[config.mk]
export PLATFORM = sky130hd
export DESIGN_NAME = pgf_fifo
export DESIGN_NICKNAME = d
export VERILOG_FILES = /design/src/sv/pgf_pkg.sv /design/src/sv/pgf_fifo.sv
export SDC_FILE = /design/constraint.sdc
export NUM_CORES = 1
export LEC_CHECK = 0
export BUFFER_PORTS_ARGS = -buffer_cell sky130_fd_sc_hd__buf_2
export CAP_MARGIN = 20
export CORE_ASPECT_RATIO = 1.1
export CORE_UTILIZATION = 28
export CTS_CLUSTER_DIAMETER = 200
export CTS_CLUSTER_SIZE = 25
export DETAILED_ROUTE_END_ITERATION = 6
export PLACE_DENSITY = 0.53
export SETUP_SLACK_MARGIN = 0.02
export SYNTH_ARGS = -nofsm -noshare
export SYNTH_HDL_FRONTEND = slang
export SYNTH_SLANG_ARGS = --single-unit
[constraint.sdc]
create_clock -name clk -period 8.09 [get_ports clk]
set_input_delay 0.809 -clock clk [delete_from_list [all_inputs] [get_ports clk]]
set_output_delay 0.809 -clock clk [all_outputs]
set_load 0.03 [all_outputs]
[src/sv/pgf_pkg.sv]
// Shared constants, types and helpers for the pairwise gravity force block.
package pgf_pkg;

  localparam int MAX_PARTICLES = 64;
  localparam int IDX_W = $clog2(MAX_PARTICLES);
  localparam int CNT_W = $clog2(MAX_PARTICLES + 1);

  localparam int FIFO_DEPTH = 2;

  localparam int CFG_IDX_W = 1;
  localparam logic [CFG_IDX_W-1:0] REG_GRAV_CONST  = 1'b0;
  localparam logic [CFG_IDX_W-1:0] REG_MIN_DIST_SQ = 1'b1;

  localparam int FORCE_W = 48;
  localparam int ACC_W   = FORCE_W + IDX_W + 1;
  localparam int Q_W     = FORCE_W - 1;
  localparam int NUM_W   = 111;
  localparam int DEN_W   = 82;
  localparam int DQ_W    = 50;

  localparam logic signed [FORCE_W-1:0] FORCE_MAX = {1'b0, {(FORCE_W-1){1'b1}}};
  localparam logic signed [FORCE_W-1:0] FORCE_MIN = {1'b1, {(FORCE_W-1){1'b0}}};

  typedef struct packed {
    logic [31:0]      pos_x;
    logic [31:0]      pos_y;
    logic [31:0]      pos_z;
    logic [31:0]      mass;
    logic             immovable;
    logic             last;
    logic             store;
    logic [IDX_W-1:0] idx;
    logic [CNT_W-1:0] count;
  } pgf_item_t;

  typedef struct packed {
    logic [31:0] x;
    logic [31:0] y;
    logic [31:0] z;
    logic [31:0] mass;
    logic        fixed;
  } pgf_part_t;

  function automatic logic signed [FORCE_W-1:0] sat_force(input logic signed [ACC_W-1:0] v);
    logic signed [ACC_W-1:0] hi;
    logic signed [ACC_W-1:0] lo;
    hi = ACC_W'(FORCE_MAX);
    lo = ACC_W'(FORCE_MIN);
    if (v > hi) begin
      return FORCE_MAX;
    end else if (v < lo) begin
      return FORCE_MIN;
    end else begin
      return v[FORCE_W-1:0];
    end
  endfunction

endpackage

[src/sv/pgf_fifo.sv]
// Short item queue between the load front end and the force engine.
module pgf_fifo import pgf_pkg::*; (
  input  logic      clk,
  input  logic      rst_n,
  input  logic      push,
  input  pgf_item_t push_data,
  output logic      full,
  input  logic      pop,
  output pgf_item_t pop_data,
  output logic      valid
);

  localparam int PTR_W = $clog2(FIFO_DEPTH);
  localparam int FCNT_W = $clog2(FIFO_DEPTH + 1);

  pgf_item_t          ent_r [FIFO_DEPTH];
  logic [PTR_W-1:0]   wr_ptr_r;
  logic [PTR_W-1:0]   rd_ptr_r;
  logic [FCNT_W-1:0]  cnt_r;

  assign full     = (cnt_r == FCNT_W'(FIFO_DEPTH));
  assign valid    = (cnt_r != '0);
  assign pop_data = ent_r[rd_ptr_r];

  always_ff @(posedge clk) begin
    if (push) begin
      ent_r[wr_ptr_r] <= push_data;
    end
  end

  always_ff @(posedge clk) begin
    if (!rst_n) begin
      wr_ptr_r <= '0;
      rd_ptr_r <= '0;
      cnt_r    <= '0;
    end else begin
      if (push) begin
        wr_ptr_r <= wr_ptr_r + 1'b1;
      end
      if (pop) begin
        rd_ptr_r <= rd_ptr_r + 1'b1;
      end
      if (push && !pop) begin
        cnt_r <= cnt_r + 1'b1;
      end else if (pop && !push) begin
        cnt_r <= cnt_r - 1'b1;
      end
    end
  end

endmodule

== After elaboration in Yosys (flattened, before gate mapping) ==
Memories as Yosys holds them, arrays and structs flattened. A register that Yosys moved wholly into a read port is not among the register bits.
Cells that the tools add are included.

* Flip-flop bits (word level): 4
* Bits in writable memories: 288
* Logic and storage cells: 21
* Memories kept: 1

* Add/sub/neg operators: 4
* Equal/unequal tests: 1
* Mux-type cells: 6
* Reductions and logical operators: 6

{| class="wikitable"
|+ Memory list
! memory !! depth !! bits a word !! read ports !! clocked after Yosys merged registers in !! wr ports !! RTL line !! RTL
|-
| ent_r || 2 || 144 || 1 || 1 || 1 || pgf_fifo.sv:16 || <nowiki>pgf_item_t ent_r [FIFO_DEPTH];</nowiki>
|}

{| class="wikitable"
|+ Operators with widths
! kind !! count
|-
| 2-to-1 mux 1 bit || 4
|-
| 2-to-1 mux 2 bit || 2
|-
| nonzero test 2 bit || 2
|-
| adder 1 bit, second input constant || 2
|-
| adder 2 x 1 -> 2 bit, second input constant || 1
|-
| == test 2 bit, second input constant || 1
|-
| logical AND 1 bit || 2
|-
| logical NOT 1 bit || 2
|-
| subtractor 2 x 1 -> 2 bit, second input constant || 1
|}

== Longest topological paths before layout ==
* Depth in word-level cells: 4
* Gate-level depth with buffers: 5

== Worst setup path before layout ==
Ideal clock, no wire load.

* Path kind: input-to-reg
* Start: in push
* End: mem ent_r[0][0] (netlist bit) (enable)
* Library setup time: 0.666 ns
* Arrival time: 7.072 ns
* Data required time: 7.424 ns
* Slack: 0.352 ns
* Stages: 1
* Buffers on the path: 0
* Path through: nor2b_1

* Longest elaborated chain between the ends: 2

{| class="wikitable"
|+ Ends and longest elaborated chain
! element !! RTL line !! RTL
|-
| start, declared || pgf_fifo.sv:5 || <nowiki>input logic push,</nowiki>
|-
| 2-to-1 mux 1 bit || pgf_fifo.sv:26 || <nowiki>if (push) begin</nowiki>
|-
| 2-to-1 mux 1 bit (implied by the code) || pgf_fifo.sv:27 || <nowiki>ent_r[wr_ptr_r] <= push_data;</nowiki>
|-
| end, declared || pgf_fifo.sv:16 ||
|}

Every way passes these cells.

==> metrics <==
outcome=finished, final reports clean; worst path cell trace=buf_4, mux2_2, buf_2; first-pass GRT wire length=32200 um; CTS Buffer Depth=3; H-tree Lvls=1; Synth Register Bits=293; Largest delay share family, worst path=buffers and inverters; final instance area=13300 um2; final design utilization=34.7%; hold endpoint=ent_r[1][98]$_DFFE_PP_; Chip Width=190 um; port bufs=293; drt wl/cell=17.2 um; final hold vios=0; WL final=21900 um; vias in the first global route=5473; routed vias=5277; Slew HR=28.9%; final setup violation count=0; clk_lat worst skew=0.50 ns; DRC Markers=0; slowest cell delay on critical path=0.81 ns; syn nets=619; Leak=4.95 nW; gp weighted congestion=0.704; Tcrit/Tclk final=42.4%; reg2reg start=wr_ptr_r$_SDFFE_PN0P_; Final ANT Viol Nets=0; grt ovf=0; Final Skew=0.0110 ns; Crit Path Category=register to output pin; Distinct cells, synth=17; synthesis warning total=0; hold buffer count at cts=0; Tot Pwr=3.05 mW; pre-CTS setup slack=5.12 ns; I/O pins=294; Resized cells post-CTS=0; Setup crit start kind=register; Setup crit end kind=output pin; Die H=208 um; Vias/cell=4.14; pin count of the biggest net entering global routing=69; Final Critical Period=3.43 ns; Synth Cell Area=10800 um2; Clk pin slew, worst setup/hold paths=0.10 ns; hpwl dp=14400 um; area growth from synthesis to layout=22.3%; Max-cap violations=0; sequential share of the synthesized area=80.7%; CTS Buf Count=15; hold wc startpoint=push_data[98]; clk root buf=clkbuf_16; class of the worst hold path=input pin to register; syn_area_per_cell=23.1 um2; Syn Inst Count=470; final setup margin=4.66 ns; Slew Viols, Final=0; CP arrival=2.62 ns; worst reg2reg path endpoint=ent_r[0][76]$_DFFE_PP_; Max Clock Freq=292 MHz; Critical Path Fanout Max=60; most frequent cells in the layout=buf_2, edfxtp_1, mux2_2; IR drop worst, VDD=0.000160 V; Pwr Density=230 nW/um2; most common cell after layout, fill and taps aside=buf_2; Hold Path Depth=1; Nets=919; Rows=75; drt pass-1 iters=4; Bufs and invs on worst path=2; full die area=39500 um2; Post-Route Setup TNS=0 ns; Worst Reg-to-Reg Cells=2; CORE AREA=38200 um2; share of cells above drive strength 1=59.9%; Starting Density=28.4%; GRT Total Usage=10.7%; unrepaired setup endpoints after global routing=no; CTS Sinks=293; area post-placement=12900 um2; postcts setup bufs=0; reg2reg setup slack=5.95 ns; Critical Path Slowest Stage Cell=buf_4; Iter 0 DRT Violations=250; worst slew pin tran=1.07 ns; initial antenna violation count=2; CP Data Required Time=7.28 ns; CTS tree=done
[through the flow]
stage | hold slack [ns] | cells
after floorplan | 0.468 | 470
after global placement | 0.500 | 1253
after detailed placement | 0.508 | 1253
after CTS | 0.456 | 1273
after global routing | 0.450 | 1273
final | 0.493 | 1274
[cell families after synthesis]
family | synth area share [%]
buffers and inverters | 1.23
and+or+nand+nor | 0.519
AOI/OAI and AO/OA | 0.185
muxes | 17.0
xor gates and xnor gates | 0.242
adders and majority gates | 0.115
DFF | 80.7
[worst max path at each step]
stage,from,end,slack [ns],cells past startpoint
after floorplan,push,ent_r[0][0]$_DFFE_PP_,0.35,1
after detailed placement,register,pop_data[139],5.12,3
final,register,pop_data[123],4.66,3
after global routing,register,pop_data[139],4.49,3
after CTS,register,pop_data[139],4.56,3
after global placement,register,pop_data[139],5.12,3
[sequential cells by signal, indices dropped and copies added (netlist names), named ones only]
| name | cells |
|---|---|
| wr_ptr_r | 1 |
| cnt_r | 2 |
| rd_ptr_r | 1 |
| ent_r | 288 |
[cells in the mapped netlist, drive strengths merged]
master,n,area share (%)
o21ai,1,0.046
nor2b,3,0.17
edfxtp,288,80
or3,1,0.058
dfxtp,5,0.92
and2,4,0.23
xor2,2,0.16
buf,16,1.2
inv,1,0.035
mux2,144,17
ha,1,0.12
xnor2,1,0.081
or2,1,0.058
o21a,1,0.069
a21boi,1,0.069
[metal layers]
metal  vias up  wire length [um]  GRT usage (%)
li1       2456                 -              -
met1      2634              8770           12.6
met2       165             11100           18.7
met3        20              1710           3.39
met4         2               288           2.36
met5         -                13              0
[layout make-up]
class	count	area, um2
fill	3703	24900
sequential	293	8750
multi-input combinational	160	1970
timing repair buffer	299	1510
tap	500	626
clock buffer	19	390
clock inverter	1	8.76
inverter	1	3.75
antenna	1	2.50
[where the power goes]
| part | internal (mW) | total, mW | switching [mW] |
|---|---|---|---|
| Sequential | 1.75 | 1.78 | 0.0221 |
| Clock | 0.345 | 0.799 | 0.454 |
| Combinational | 0.177 | 0.471 | 0.294 |
| Total | 2.28 | 3.05 | 0.770 |
[worst register-to-register path: stages (launching register included)]
cell and delay [ns]:
dfxtp_1 0.35, nor2b_4 0.50, buf_4 0.82
(Power assumes the default switching activity.)
