--- src/sv/pgf_pkg.sv ---
// Shared constants, types and helpers for the pairwise gravity force block.
package pgf_pkg;

  localparam int MAX_PARTICLES = 64;
  localparam int IDX_W = $clog2(MAX_PARTICLES);
  localparam int CNT_W = $clog2(MAX_PARTICLES + 1);

  localparam int FIFO_DEPTH = 2;

  localparam int CFG_IDX_W = 1;
  localparam logic [CFG_IDX_W-1:0] REG_GRAV_CONST  = 1'b0;
  localparam logic [CFG_IDX_W-1:0] REG_MIN_DIST_SQ = 1'b1;

  localparam int FORCE_W = 48;
  localparam int ACC_W   = FORCE_W + IDX_W + 1;
  localparam int Q_W     = FORCE_W - 1;
  localparam int NUM_W   = 111;
  localparam int DEN_W   = 82;
  localparam int DQ_W    = 50;

  localparam logic signed [FORCE_W-1:0] FORCE_MAX = {1'b0, {(FORCE_W-1){1'b1}}};
  localparam logic signed [FORCE_W-1:0] FORCE_MIN = {1'b1, {(FORCE_W-1){1'b0}}};

  typedef struct packed {
    logic [31:0]      pos_x;
    logic [31:0]      pos_y;
    logic [31:0]      pos_z;
    logic [31:0]      mass;
    logic             immovable;
    logic             last;
    logic             store;
    logic [IDX_W-1:0] idx;
    logic [CNT_W-1:0] count;
  } pgf_item_t;

  typedef struct packed {
    logic [31:0] x;
    logic [31:0] y;
    logic [31:0] z;
    logic [31:0] mass;
    logic        fixed;
  } pgf_part_t;

  function automatic logic signed [FORCE_W-1:0] sat_force(input logic signed [ACC_W-1:0] v);
    logic signed [ACC_W-1:0] hi;
    logic signed [ACC_W-1:0] lo;
    hi = ACC_W'(FORCE_MAX);
    lo = ACC_W'(FORCE_MIN);
    if (v > hi) begin
      return FORCE_MAX;
    end else if (v < lo) begin
      return FORCE_MIN;
    end else begin
      return v[FORCE_W-1:0];
    end
  endfunction

endpackage

--- src/sv/pgf_front.sv ---
// Load front end: accepts particles, assigns slots, drops overflow, marks batch end.
module pgf_front import pgf_pkg::*; (
  input  logic               clk,
  input  logic               rst_n,
  input  logic               in_valid,
  output logic               in_ready,
  input  logic signed [31:0] in_pos_x,
  input  logic signed [31:0] in_pos_y,
  input  logic signed [31:0] in_pos_z,
  input  logic [31:0]        in_mass,
  input  logic               in_immovable,
  input  logic               in_last_particle,
  input  logic               fifo_full,
  output logic               push,
  output pgf_item_t          push_data
);

  logic [CNT_W-1:0] cnt_r;
  logic             store;
  logic [CNT_W-1:0] cnt_after;

  assign in_ready  = !fifo_full;
  assign push      = in_valid && in_ready;
  assign store     = (cnt_r < CNT_W'(MAX_PARTICLES));
  assign cnt_after = store ? cnt_r + 1'b1 : cnt_r;

  always_comb begin
    push_data.pos_x     = in_pos_x;
    push_data.pos_y     = in_pos_y;
    push_data.pos_z     = in_pos_z;
    push_data.mass      = in_mass;
    push_data.immovable = in_immovable;
    push_data.last      = in_last_particle;
    push_data.store     = store;
    push_data.idx       = cnt_r[IDX_W-1:0];
    push_data.count     = cnt_after;
  end

  always_ff @(posedge clk) begin
    if (!rst_n) begin
      cnt_r <= '0;
    end else if (push) begin
      cnt_r <= in_last_particle ? '0 : cnt_after;
    end
  end

endmodule

--- config.mk ---
export PLATFORM = sky130hd
export DESIGN_NAME = pgf_front
export DESIGN_NICKNAME = d
export VERILOG_FILES = /design/src/sv/pgf_pkg.sv /design/src/sv/pgf_front.sv
export SDC_FILE = /design/constraint.sdc
export NUM_CORES = 1
export LEC_CHECK = 0
export BUFFER_PORTS_ARGS = -buffer_cell sky130_fd_sc_hd__buf_2
export CORE_AREA = 2 2 109 111
export CTS_BUF_LIST = sky130_fd_sc_hd__clkbuf_8
export DETAILED_ROUTE_END_ITERATION = 16
export DIE_AREA = 0 0 111 113
export PLACE_DENSITY = 0.51
export SLEW_MARGIN = 20
export SYNTH_ARGS = -nofsm -noshare
export SYNTH_HDL_FRONTEND = slang
export SYNTH_SLANG_ARGS = --single-unit
--- constraint.sdc ---
create_clock -name clk -period 2.5 [get_ports clk]
set_input_delay 0.25 -clock clk [delete_from_list [all_inputs] [get_ports clk]]
set_output_delay 0.25 -clock clk [all_outputs]
set_load 0.03 [all_outputs]
==> Word level (Yosys, flattened, before mapping) <==
Index checks and enable logic that the tools add are counted.
{ "op_classes": {"n_reduce_logical": 2, "n_mux": 2, "addsub": 1, "order_cmp": 1} }
{ "op_table": {"columns": ["operator", "count"], "rows": [
  ["$mux 7", 2],
  ["$add 7x1->7 const B", 1],
  ["$lt 7x7->1 const B", 1],
  ["$logic_and 1x1->1", 1],
  ["$logic_not 1->1", 1]
]} }
{ "totals": {"reg_bits": 7, "in_bits": 134} }

==> Longest topological paths before layout <==
Gate-level depths: netlist (run 1).
{ "depth": {"word_depth": 3, "depth_mapped": 6, "mapped_depth_nobuf": 5} }

==> Worst setup path before layout (run 1) <==
OpenSTA, ideal clock, no wires.
{ "synth_path": {"path_type": "flip-flop to flip-flop", "start": "reg cnt_r[0]", "end": "reg cnt_r[4]", "setup_ns": 0.070, "path_stages_with_launch": 6, "required_ns": 2.430, "path_slack_ns": 0.894, "arrival_time_ns": 1.537, "cell_sequence": "dfxtp_1 > ha_1 > nand4b_1 > xnor2_1 > nand3b_1 > a21oi_1"} }
{ "synth_lines": {"columns": ["item", "line_no", "source"], "rows": [
  ["start: declaration", "pgf_front.sv:18", "logic [CNT_W-1:0] cnt_r;"],
  ["start signal: assignment", "pgf_front.sv:43", "cnt_r <= in_last_particle ? '0 : cnt_after;"]
]} }

==> flow_summary_export.csv, run 1 <==
group,metric,value,unit
setup_path,cp_num_buf_inv,1,
logic_synthesis,syn_area,0.001450,sq mm
drt,routedWlPerCell,16.05,um
logic_synthesis,synth_cells,185,
logic_synthesis,ys.flop_type,"dfxtp_1",
drt,drtIter0Drc,21,
sta,post-route-period-util,67.50,%
sta,slew-limit-headroom,75.02,%
logic_synthesis,synth_mux_area_share,0.7765,%
drt,vias_per_cell,2.732,
setup_path,required,2.25,ns
drt,drc,0,
final_layout,diodes,0,
setup_path,rrSetupSlack,1.02,ns
clock_tree,clkSinkCount,7,
global_routing,grt_pass1_wl,4.540,mm
clock_tree,clock_latency,0.23,ns
final_layout,drive_above_1_share,40.00,%
drt,num_vias,582,
setup_path,worstSetupPathType,"reg2out",
floorplan,die_area,0.01254,sq mm
logic_synthesis,yosysSeqAreaShare,9.664,%
logic_synthesis,yosysWarnings,0,
logic_synthesis,synth-simple-area-share,6.989,%
final_layout,fin_cells,213,
setup_path,path_cells,"and4b_1, nand2_4, xnor2_1, buf_2",
placed_design,port_buffers,21,
clock_tree,cts_buffers,3,
logic_synthesis,synth_fa_ha_area_share,0.8628,%
logic_synthesis,synth-edff-count,0,
final_layout,final_area,724.4,sq um
logic_synthesis,ys_top_cells_by_count,"buf_4 (137), dfxtp_1 (7), nor2_1 (5)",
global_routing,grt_usage,5.051,%
sta,final-max-slew-violation-count,0,
floorplan,dieHeight,113,um
logic_synthesis,yosysTopAreaCell,"buf_4",
hold_path,hp-start,"rst_n",
hold_path,hold_end,"cnt_r[0]$_SDFFE_PN0P_",
floorplan,die_x,111,um
power_and_ir_drop,ir_drop,0.0001319,V
logic_synthesis,synth.area.top_cells,"buf_4 (71%), dfxtp_1 (9.7%), xnor2_1 (2.4%), a22oi_1 (2.1%), buf_6 (1.6%)",
setup_path,arrival,1.44,ns
sta,max_slew.worst_pin.slew,0.3747,ns
clock_tree,cts-hold-fix-buffers,0,
floorplan,row_count,39,
placed_design,place_inst,209,
sta,fin_setup_tns,0,ns
logic_synthesis,synth_top_area_share,70.92,%
sta,setup_viol,0,
power_and_ir_drop,power_density,421.9,mW/mm^2
placed_design,placed_area,679.4,sq um
floorplan,io_pins,280,
logic_synthesis,synth_top_family_by_area,"buffers and inverters",
sta,grt_setup_unrepaired,"no",
power_and_ir_drop,p_leak,0.2975,nW
placed_design,dp_hpwl,3.028,mm
hold_path,hp-class,"in2reg",
drt,dr.pass1.iters,2,
final_layout,top_register,"cnt_r",
sta,fin_worst_skew,0.003978,ns
drt,final_antenna_net_count,0,
drt,wl,3.419,mm
setup_path,r2r-start,"cnt_r[6]$_SDFFE_PN0P_",
logic_synthesis,async_flop_share,0,%
sta,fmax,592.6,MHz
clock_tree,tritoncts,"built",
floorplan,initial_core_util,12.86,%
logic_synthesis,synth_nets,320,
logic_synthesis,synth_xor_area_share,3.020,%
clock_tree,post_cts_buffers,0,
clock_tree,clk_pin_slew,0.04,ns
placed_design,gp_congestion,0.6949,
status,status,"finished clean",
clock_tree,cts.htree.levels,1,
sta,hold_viol,0,
logic_synthesis,synth_compound_area_share,4.918,%
setup_path,start_kind,"flip-flop",
final_layout,reg.largest.list,"cnt_r x7",
sta,min_period,1.688,ns
logic_synthesis,synth.avg_cell_area,7.839,sq um
setup_path,critPathTopFamily,"simple AND/OR/NAND/NOR gates",
logic_synthesis,synth_cell_types,24,
flow_run,cap_violations,0,
final_layout,area_growth,-50.04,%
hold_path,holdPathStages,3,
setup_path,crit_fanout,8,
setup_path,r2r_end,"cnt_r[5]$_SDFFE_PN0P_",
logic_synthesis,ys_ff_latch,7,
global_routing,grt_pass1_vias,564,
global_routing,grt-ovfl-total,0,
final_layout,fin_nets,206,
final_layout,largest_register_ffs,7,
setup_path,ff2ff_path_depth,4,
clock_tree,clockBufferDepth,2,
setup_path,end_kind,"primary output",
global_routing,grt_max_degree,11,
global_routing,antenna_found_initial,0,
floorplan,coreArea,0.01127,sq mm
setup_path,cp_slowest_stage_delay,0.43,ns
clock_tree,cts_root_buf,"clkbuf_8",
logic_synthesis,yosysMostFrequentCell,"buf_4",
clock_tree,cts_resized,0,
setup_path,crit_path_top_delay_cell,"and4b_1",
cell type report:
type,instances,area (sq um)
clock buffers,3,41.29
fillers,1323,10550
repair buffers,21,105.1
multi-input cells,34,240.2
clock inverters,1,3.754
flip-flops and latches,7,140.1
well taps,143,178.9
inverters,4,15.01
kinds of logic (layout without fill, tap and decap cells):
logic type               Yosys count  in the layout
buffers and inverters            144             29
AND/OR/NAND/NOR                   16             16
AO/OA/AOI/OAI                     11             11
flip-flops                         7              7
XOR/XNOR                           5              5
adder cells (fa/ha/maj)            1              1
multiplexers                       1              1
per-layer routing:
metal | track usage (%) | vias to the layer above | routed length [um]
met2 | 8.180 | 93 | 1621
li1 | - | 211 | -
met1 | 2.790 | 242 | 670
met4 | 4.833 | 0 | 267
met3 | 5.517 | 36 | 859
met5 | 0 | - | 0
power breakdown:
part	switching (mW)	leakage, nW	internal (mW)
Sequential	0.00131	0.0565	0.113
Combinational	0.0233	0.214	0.00949
Clock	0.0521	0.0269	0.106
worst max path at each step:
stage,from,endpoint,slack [ns],depth (start not counted)
after detailed placement,cnt_r[6]$_SDFFE_PN0P_,cnt_r[5]$_SDFFE_PN0P_,1.02,4
after global placement,cnt_r[6]$_SDFFE_PN0P_,push_data[5],1.08,4
after floorplan,cnt_r[0]$_SDFFE_PN0P_,cnt_r[4]$_SDFFE_PN0P_,0.89,5
after CTS,cnt_r[0]$_SDFFE_PN0P_,push_data[4],0.79,4
final,cnt_r[6]$_SDFFE_PN0P_,push_data[5],0.81,4
after global routing,cnt_r[0]$_SDFFE_PN0P_,push_data[4],0.67,4
stage by stage:
stage                     setup WS (ns)  utilization, %  hold WS [ns]  total power [mW]
after CTS                        0.7909           6.427        0.3884            0.3135
after global routing             0.6720           6.427        0.4041            0.3246
after global placement            1.077           6.027        0.4878            0.1501
after detailed placement          1.024           6.027        0.4959            0.1501
after floorplan                  0.8936               -        0.4309            0.5254
final                            0.8124           6.427        0.3797            0.3057
cell usage in the layout (no fill, tap or decap), drive strengths merged:
cell and count:
a21oi 4, a22oi 4, a41o 1, and2 1, and4b 1, buf 21
clkbuf 3, dfxtp 7, ha 1, inv 5, mux2 1, nand2 2
nand2b 2, nand3b 1, nand4b 1, nor2 5, nor3 1, nor3b 1
o21ai 2, or4 1, xnor2 4, xor2 1
worst register-to-register path: stages, from the launching register on:
cell     delay, ns
dfxtp_1       0.38
and4b_1       0.43
nand2_4       0.08
or4_1         0.40
a21oi_1       0.14
(Power assumes the default switching activity.)
==> inputs of run 2 (changes only) <==
- ABC_AREA: unset -> 1
- PLACE_DENSITY: 0.51 -> 0.53
- clock period: 2.5 -> 1.4 ns (I/O delays scaled with it)
==> run 2 against run 1 <==
  * Worst setup slack got worse by 0.79 ns
  * Die area unchanged
  * Sequential power is 77% higher
  * First-iteration DRC count grew 95%
  * Non-clock buffer count is 9 higher
  * Wire length rose by 16%
  * Sequential share of layout area fell by 3.2 points
  * Critical path type unchanged
  * Largest power group unchanged
==> flow_summary_export.csv, run 2 <==
group,metric,value,unit
logic_synthesis,synth-simple-area-share,10.86,%
sta,final-max-slew-violation-count,0,
final_layout,reg.largest.list,"cnt_r x7",
hold_path,holdPathStages,3,
setup_path,start_kind,"flip-flop",
clock_tree,cts-hold-fix-buffers,0,
clock_tree,clock_latency,0.23,ns
setup_path,critPathLaunch,"cnt_r[0]$_SDFFE_PN0P_",
setup_path,rrSetupSlack,0.32,ns
final_layout,fin_nets,232,
drt,vias_per_cell,2.858,
global_routing,grt_pass1_vias,670,
floorplan,io_pins,280,
placed_design,port_buffers,21,
clock_tree,clkSinkCount,7,
power_and_ir_drop,ir_drop,0.0002527,V
sta,hold_viol,0,
clock_tree,cts.htree.levels,1,
setup_path,path_cells,"ha_4, nand2_4, o21bai_4, and2_4, buf_6",
sta,fmax,723.4,MHz
logic_synthesis,synth_top_family_by_area,"buffers and inverters",
drt,drtIter0Drc,41,
power_and_ir_drop,p_total,0.5424,mW
logic_synthesis,synth_compound_area_share,5.089,%
setup_path,crit_fanout,3,
logic_synthesis,yosysSeqAreaShare,9.500,%
final_layout,top_register,"cnt_r",
drt,routedWlPerCell,16.55,um
setup_path,ff2ff_path_depth,6,
logic_synthesis,yosysTopAreaCell,"buf_4",
final_layout,drive_above_1_share,61.46,%
logic_synthesis,synth_cell_types,21,
floorplan,initial_core_util,13.09,%
flow_run,cap_violations,0,
placed_design,gp_congestion,0.7529,
floorplan,dieHeight,113,um
setup_path,r2r-start,"cnt_r[4]$_SDFFE_PN0P_",
sta,fin_worst_skew,0.003294,ns
logic_synthesis,syn_area,0.001475,sq mm
global_routing,grt_pass1_wl,5.181,mm
floorplan,die_x,111,um
sta,fin_setup_tns,0,ns
sta,max_slew.worst_pin.slew,0.2795,ns
logic_synthesis,synth_top_area_share,69.72,%
clock_tree,cts_root_buf,"clkbuf_8",
final_layout,largest_register_ffs,7,
logic_synthesis,synth.avg_cell_area,7.413,sq um
drt,dr.pass1.iters,4,
clock_tree,tritoncts,"built",
clock_tree,clockBufferDepth,2,
logic_synthesis,yosysWarnings,0,
sta,post-route-period-util,98.74,%
global_routing,grt_max_degree,8,
drt,num_vias,683,
logic_synthesis,ys_top_cells_by_count,"buf_4 (137), nand2_1 (18), inv_1 (8)",
sta,min_period,1.382,ns
placed_design,placed_area,768.2,sq um
sta,grt_setup_unrepaired,"yes",
setup_path,required,1.26,ns
logic_synthesis,ys.flop_type,"dfxtp_1",
final_layout,final_cell_mix,"buf_2 (19), nand2_1 (16), inv_1 (8), buf_4 (8), a21oi_1 (5)",
floorplan,coreArea,0.01127,sq mm
final_layout,final_area,948.4,sq um
sta,slew-limit-headroom,81.32,%
drt,drc,0,
hold_path,hold_end,"cnt_r[6]$_SDFFE_PN0P_",
global_routing,grt_usage,5.684,%
logic_synthesis,synth_mux_area_share,0,%
drt,final_antenna_net_count,0,
final_layout,utilization,8.414,%
logic_synthesis,synth.area.top_cells,"buf_4 (70%), dfxtp_1 (9.5%), nand2_1 (4.6%), nand3_2 (2.0%), inv_1 (2.0%)",
logic_synthesis,synth_nets,334,
setup_path,cp_slowest_stage_delay,0.37,ns
final_layout,diodes,0,
logic_synthesis,synth_xor_area_share,1.696,%
drt,wl,3.955,mm
final_layout,area_growth,-35.71,%
logic_synthesis,ys_ff_latch,7,
power_and_ir_drop,p_leak,0.3883,nW
global_routing,grt-ovfl-total,0,
setup_path,r2r_end,"cnt_r[5]$_SDFFE_PN0P_",
final_layout,final_common_cell,"buf_2",
setup_path,arrival,1.24,ns
hold_path,hp-start,"rst_n",
setup_path,crit_path_top_delay_cell,"dfxtp_4",
logic_synthesis,synth-edff-count,0,
logic_synthesis,synth_cells,199,
hold_path,hp-class,"in2reg",
status,status,"finished clean",
logic_synthesis,async_flop_share,0,%
floorplan,row_count,39,
logic_synthesis,yosysMostFrequentCell,"buf_4",
clock_tree,clk_pin_slew,0.04,ns
clock_tree,cts_buffers,3,
logic_synthesis,synth_fa_ha_area_share,0.8482,%
global_routing,antenna_found_initial,0,
setup_path,end_kind,"primary output",
power_and_ir_drop,power_density,571.9,mW/mm^2
floorplan,die_area,0.01254,sq mm
sta,setup_viol,0,
placed_design,dp_hpwl,3.232,mm
setup_path,worstSetupPathType,"reg2out",
==> run 2: changes by cell type after synthesis, moves of 2 or more <==
| cell | change |
|---|---|
| nand2_2 | +2 |
| nand3_1 | +2 |
| nand2_1 | +17 |
| a22oi_1 | -4 |
| nand3_2 | +3 |
| o21bai_2 | +2 |
| nand2b_1 | -2 |
| o21ai_1 | -2 |
| xnor2_1 | -3 |
| inv_1 | +4 |
| buf_6 | -2 |
==> run 2: cell families (layout without fill, tap and decap cells) <==
kind of cell,count (synthesis),after routing
flops,7,7
simple gates,32,32
buf+inv,146,43
fa+ha+maj,1,1
compound gates,11,11
xor+xnor,2,2
==> run 2: how the worst max path moves through the flow <==
stage	cells past startpoint	to	slack [ns]
2_1_floorplan	5	cnt_r[2]$_SDFFE_PN0P_	0.09
3_3_place_gp	5	push_data[4]	0.09
3_5_place_dp	5	push_data[4]	0.04
4_1_cts	5	push_data[4]	-0.02
5_1_grt	5	push_data[4]	-0.03
6_report	5	push_data[4]	0.02
==> run 2: cell type report <==
cell class | instances | area [sq um]
fillers | 1302 | 10320
multi-input cells | 46 | 346.6
repair buffers | 30 | 188.9
well taps | 143 | 178.9
flip-flops and latches | 7 | 152.6
clock buffers | 3 | 41.29
inverters | 9 | 36.28
clock inverters | 1 | 3.754
==> run 2: critical path: cells and delay by family (launching register included) <==
kind / cells / cell delay [ns]
AND/OR/NAND/NOR: 2 / 0.22
AO/OA/AOI/OAI: 1 / 0.13
buffers and inverters: 1 / 0.12
flip-flops: 1 / 0.37
adder cells (fa/ha/maj): 1 / 0.17
==> run 2: timing repair <==
action                     4_1_cts  5_1_grt
setup endpoints to repair        4        4
buffers inserted                 2        2
resized for setup               13       17
pin swaps                        4        6
==> run 2: stage by stage <==
step / std cells / setup slack [ns] / hold WS, ns
final: 239 / 0.01760 / 0.1587
after global routing: 239 / -0.02583 / 0.1751
after CTS: 237 / -0.02211 / 0.1630
after global placement: 231 / 0.09090 / 0.2802
after detailed placement: 231 / 0.03778 / 0.2802
after floorplan: 199 / 0.09036 / 0.2757
==> run 2: metal layers <==
layer | track usage [%] | wire, um | up-vias
met4 | 5.167 | 299 | 0
met2 | 8.753 | 1908 | 93
met5 | 0 | 0 | -
met3 | 6.535 | 931 | 36
met1 | 3.407 | 816 | 287
li1 | - | - | 267
==> run 2: where the power goes <==
part	switching [mW]	leakage (nW)	internal, mW
clock network	0.0876	0.0269	0.190
registers	0.00318	0.0601	0.199
logic	0.0435	0.301	0.0194
total	0.134	0.388	0.408
==> inputs of run 3 (changes only) <==
- PLACE_DENSITY: 0.53 -> unset
==> run 3 against run 2 <==
  * Critical path depth unchanged
  * Highest routed layer unchanged
  * Combinational power up 1%
  * Critical path type unchanged
  * Clock skew down 0.0018 ns
  * Wire length up 2.3%
==> flow_summary_export.csv, run 3 (synthesis results as in run 2) <==
group,metric,value,unit
status,status,"finished clean",
setup_path,crit_fanout,3,
setup_path,cp_slowest_stage_delay,0.37,ns
sta,max_slew.worst_pin.slew,0.2532,ns
global_routing,antenna_found_initial,0,
sta,post-route-period-util,97.20,%
sta,min_period,1.361,ns
power_and_ir_drop,p_int,0.4048,mW
global_routing,grt_usage,5.797,%
final_layout,reg.largest.list,"cnt_r x7",
clock_tree,cts_buffers,3,
floorplan,coreArea,0.01127,sq mm
placed_design,post-place-ws,0.008101,ns
floorplan,row_count,39,
setup_path,r2r_end,"cnt_r[2]$_SDFFE_PN0P_",
setup_path,worstSetupPathType,"reg2out",
setup_path,required,1.26,ns
clock_tree,cts_root_buf,"clkbuf_8",
sta,final-max-slew-violation-count,0,
power_and_ir_drop,seq_power_share,37.1,%
clock_tree,clk_pin_slew,0.04,ns
sta,fmax,734.8,MHz
global_routing,grt_max_degree,8,
sta,fin_worst_skew,0.001529,ns
drt,final_antenna_net_count,0,
final_layout,area_growth,-34.86,%
drt,drtIter0Drc,62,
final_layout,final_common_cell,"buf_2",
setup_path,start_kind,"flip-flop",
setup_path,rrSetupSlack,0.38,ns
clock_tree,cts-hold-fix-buffers,0,
setup_path,arrival,1.22,ns
sta,slew-limit-headroom,83.10,%
drt,vias_per_cell,2.870,
floorplan,dieHeight,113,um
clock_tree,clkSinkCount,7,
power_and_ir_drop,p_leak,0.4031,nW
final_layout,fin_nets,232,
final_layout,drive_above_1_share,61.46,%
setup_path,end_kind,"primary output",
placed_design,port_buffers,21,
power_and_ir_drop,power_density,556.3,mW/mm^2
hold_path,hp-start,"rst_n",
sta,grt_setup_unrepaired,"yes",
drt,routedWlPerCell,16.93,um
power_and_ir_drop,power_switching,0.1297,mW
clock_tree,clockBufferDepth,2,
global_routing,grt-ovfl-total,0,
placed_design,dp_hpwl,3.534,mm
flow_run,cap_violations,0,
floorplan,die_x,111,um
final_layout,fin_cells,239,
final_layout,utilization,8.525,%
power_and_ir_drop,combPwrFrac,11.9,%
setup_path,crit_path_top_delay_cell,"dfxtp_4",
drt,wl,4.046,mm
final_layout,final_cell_mix,"buf_2 (18), nand2_1 (16), inv_1 (8), buf_4 (8), a21oi_1 (5)",
setup_path,path_cells,"ha_4, nand2_4, o21bai_4, and2_4, buf_6",
power_and_ir_drop,ir_drop,0.0003664,V
power_and_ir_drop,clkPwrFrac,51.0,%
hold_path,holdPathStages,3,
hold_path,hold_end,"cnt_r[6]$_SDFFE_PN0P_",
clock_tree,tritoncts,"built",
setup_path,ff2ff_path_depth,5,
clock_tree,cts.htree.levels,1,
final_layout,top_register,"cnt_r",
drt,num_vias,686,
floorplan,die_area,0.01254,sq mm
floorplan,io_pins,280,
placed_design,place_inst,230,
drt,dr.pass1.iters,4,
sta,setup_viol,0,
global_routing,grt_pass1_vias,638,
setup_path,r2r-start,"cnt_r[0]$_SDFFE_PN0P_",
final_layout,diodes,0,
floorplan,initial_core_util,13.09,%
drt,drc,0,
global_routing,grt_pass1_wl,5.257,mm
placed_design,gp_congestion,0.7910,
clock_tree,clock_latency,0.22,ns
hold_path,hp-class,"in2reg",
power_and_ir_drop,switching_share,24.27,%
sta,hold_viol,0,
final_layout,largest_register_ffs,7,
sta,layout_setup_ws,0.03915,ns
==> run 3: worst max path at each step <==
stage | from | to | cells after the start
after floorplan | cnt_r[0]$_SDFFE_PN0P_ | cnt_r[2]$_SDFFE_PN0P_ | 5
after global placement | cnt_r[1]$_SDFFE_PN0P_ | push_data[4] | 5
after detailed placement | cnt_r[1]$_SDFFE_PN0P_ | push_data[4] | 5
after CTS | cnt_r[1]$_SDFFE_PN0P_ | push_data[4] | 5
after global routing | cnt_r[0]$_SDFFE_PN0P_ | push_data[2] | 4
final | cnt_r[0]$_SDFFE_PN0P_ | push_data[4] | 5
==> run 3: stage by stage <==
stage / power, mW / hold slack, ns / instance area (sq um) / TNS [ns]
detailed placement: 0.2690 / 0.2802 / 760.7 / 0
floorplan: 0.9364 / 0.2757 / 1475 / 0
global placement: 0.2688 / 0.2802 / 760.7 / 0
CTS: 0.5443 / 0.1903 / 850.8 / -0.03648
global route: 0.5625 / 0.2224 / 960.9 / -0.01762
finish: 0.5346 / 0.1854 / 960.9 / 0
==> run 3: layout make-up <==
cell class                 count  area [sq um]
clock inverter                 1         3.754
inverter                       9         36.28
tap                          143         178.9
sequential                     7         157.7
timing repair buffer          30         191.4
fill                        1296         10310
clock buffer                   3         41.29
multi-input combinational     46         351.6
==> run 3: power groups by stage <==
| stage | Combinational [mW] | Clock [mW] | Sequential, mW |
|---|---|---|---|
| finish | 0.0635 | 0.273 | 0.198 |
| global route | 0.0688 | 0.295 | 0.198 |
| CTS | 0.0633 | 0.278 | 0.203 |
| detailed placement | 0.0621 | 0 | 0.207 |
| global placement | 0.0621 | 0 | 0.207 |
| floorplan | 0.729 | 0 | 0.207 |
==> run 3: repair_timing <==
item | in CTS | in global routing
setup buffers | 1 | 4
endpoints found under the setup margin | 4 | 4
pin swaps | 5 | 5
gates resized for setup | 13 | 20
==> run 3: metal layers <==
| layer | GRT usage (%) | routed length, um | vias up |
|---|---|---|---|
| met5 | 0 | 0 | - |
| met4 | 4.167 | 237 | 0 |
| met3 | 7.284 | 1097 | 34 |
| met2 | 9.407 | 1995 | 104 |
| met1 | 3.146 | 716 | 278 |
| li1 | - | - | 270 |
==> run 3: worst max-delay path, delay by kind of cell, from the launching register on <==
family	cells	cell delay [ns]
AOI/OAI and AO/OA	1	0.12
adders and majority gates	1	0.17
DFF	1	0.37
and+or+nand+nor	2	0.22
buffers and inverters	1	0.12
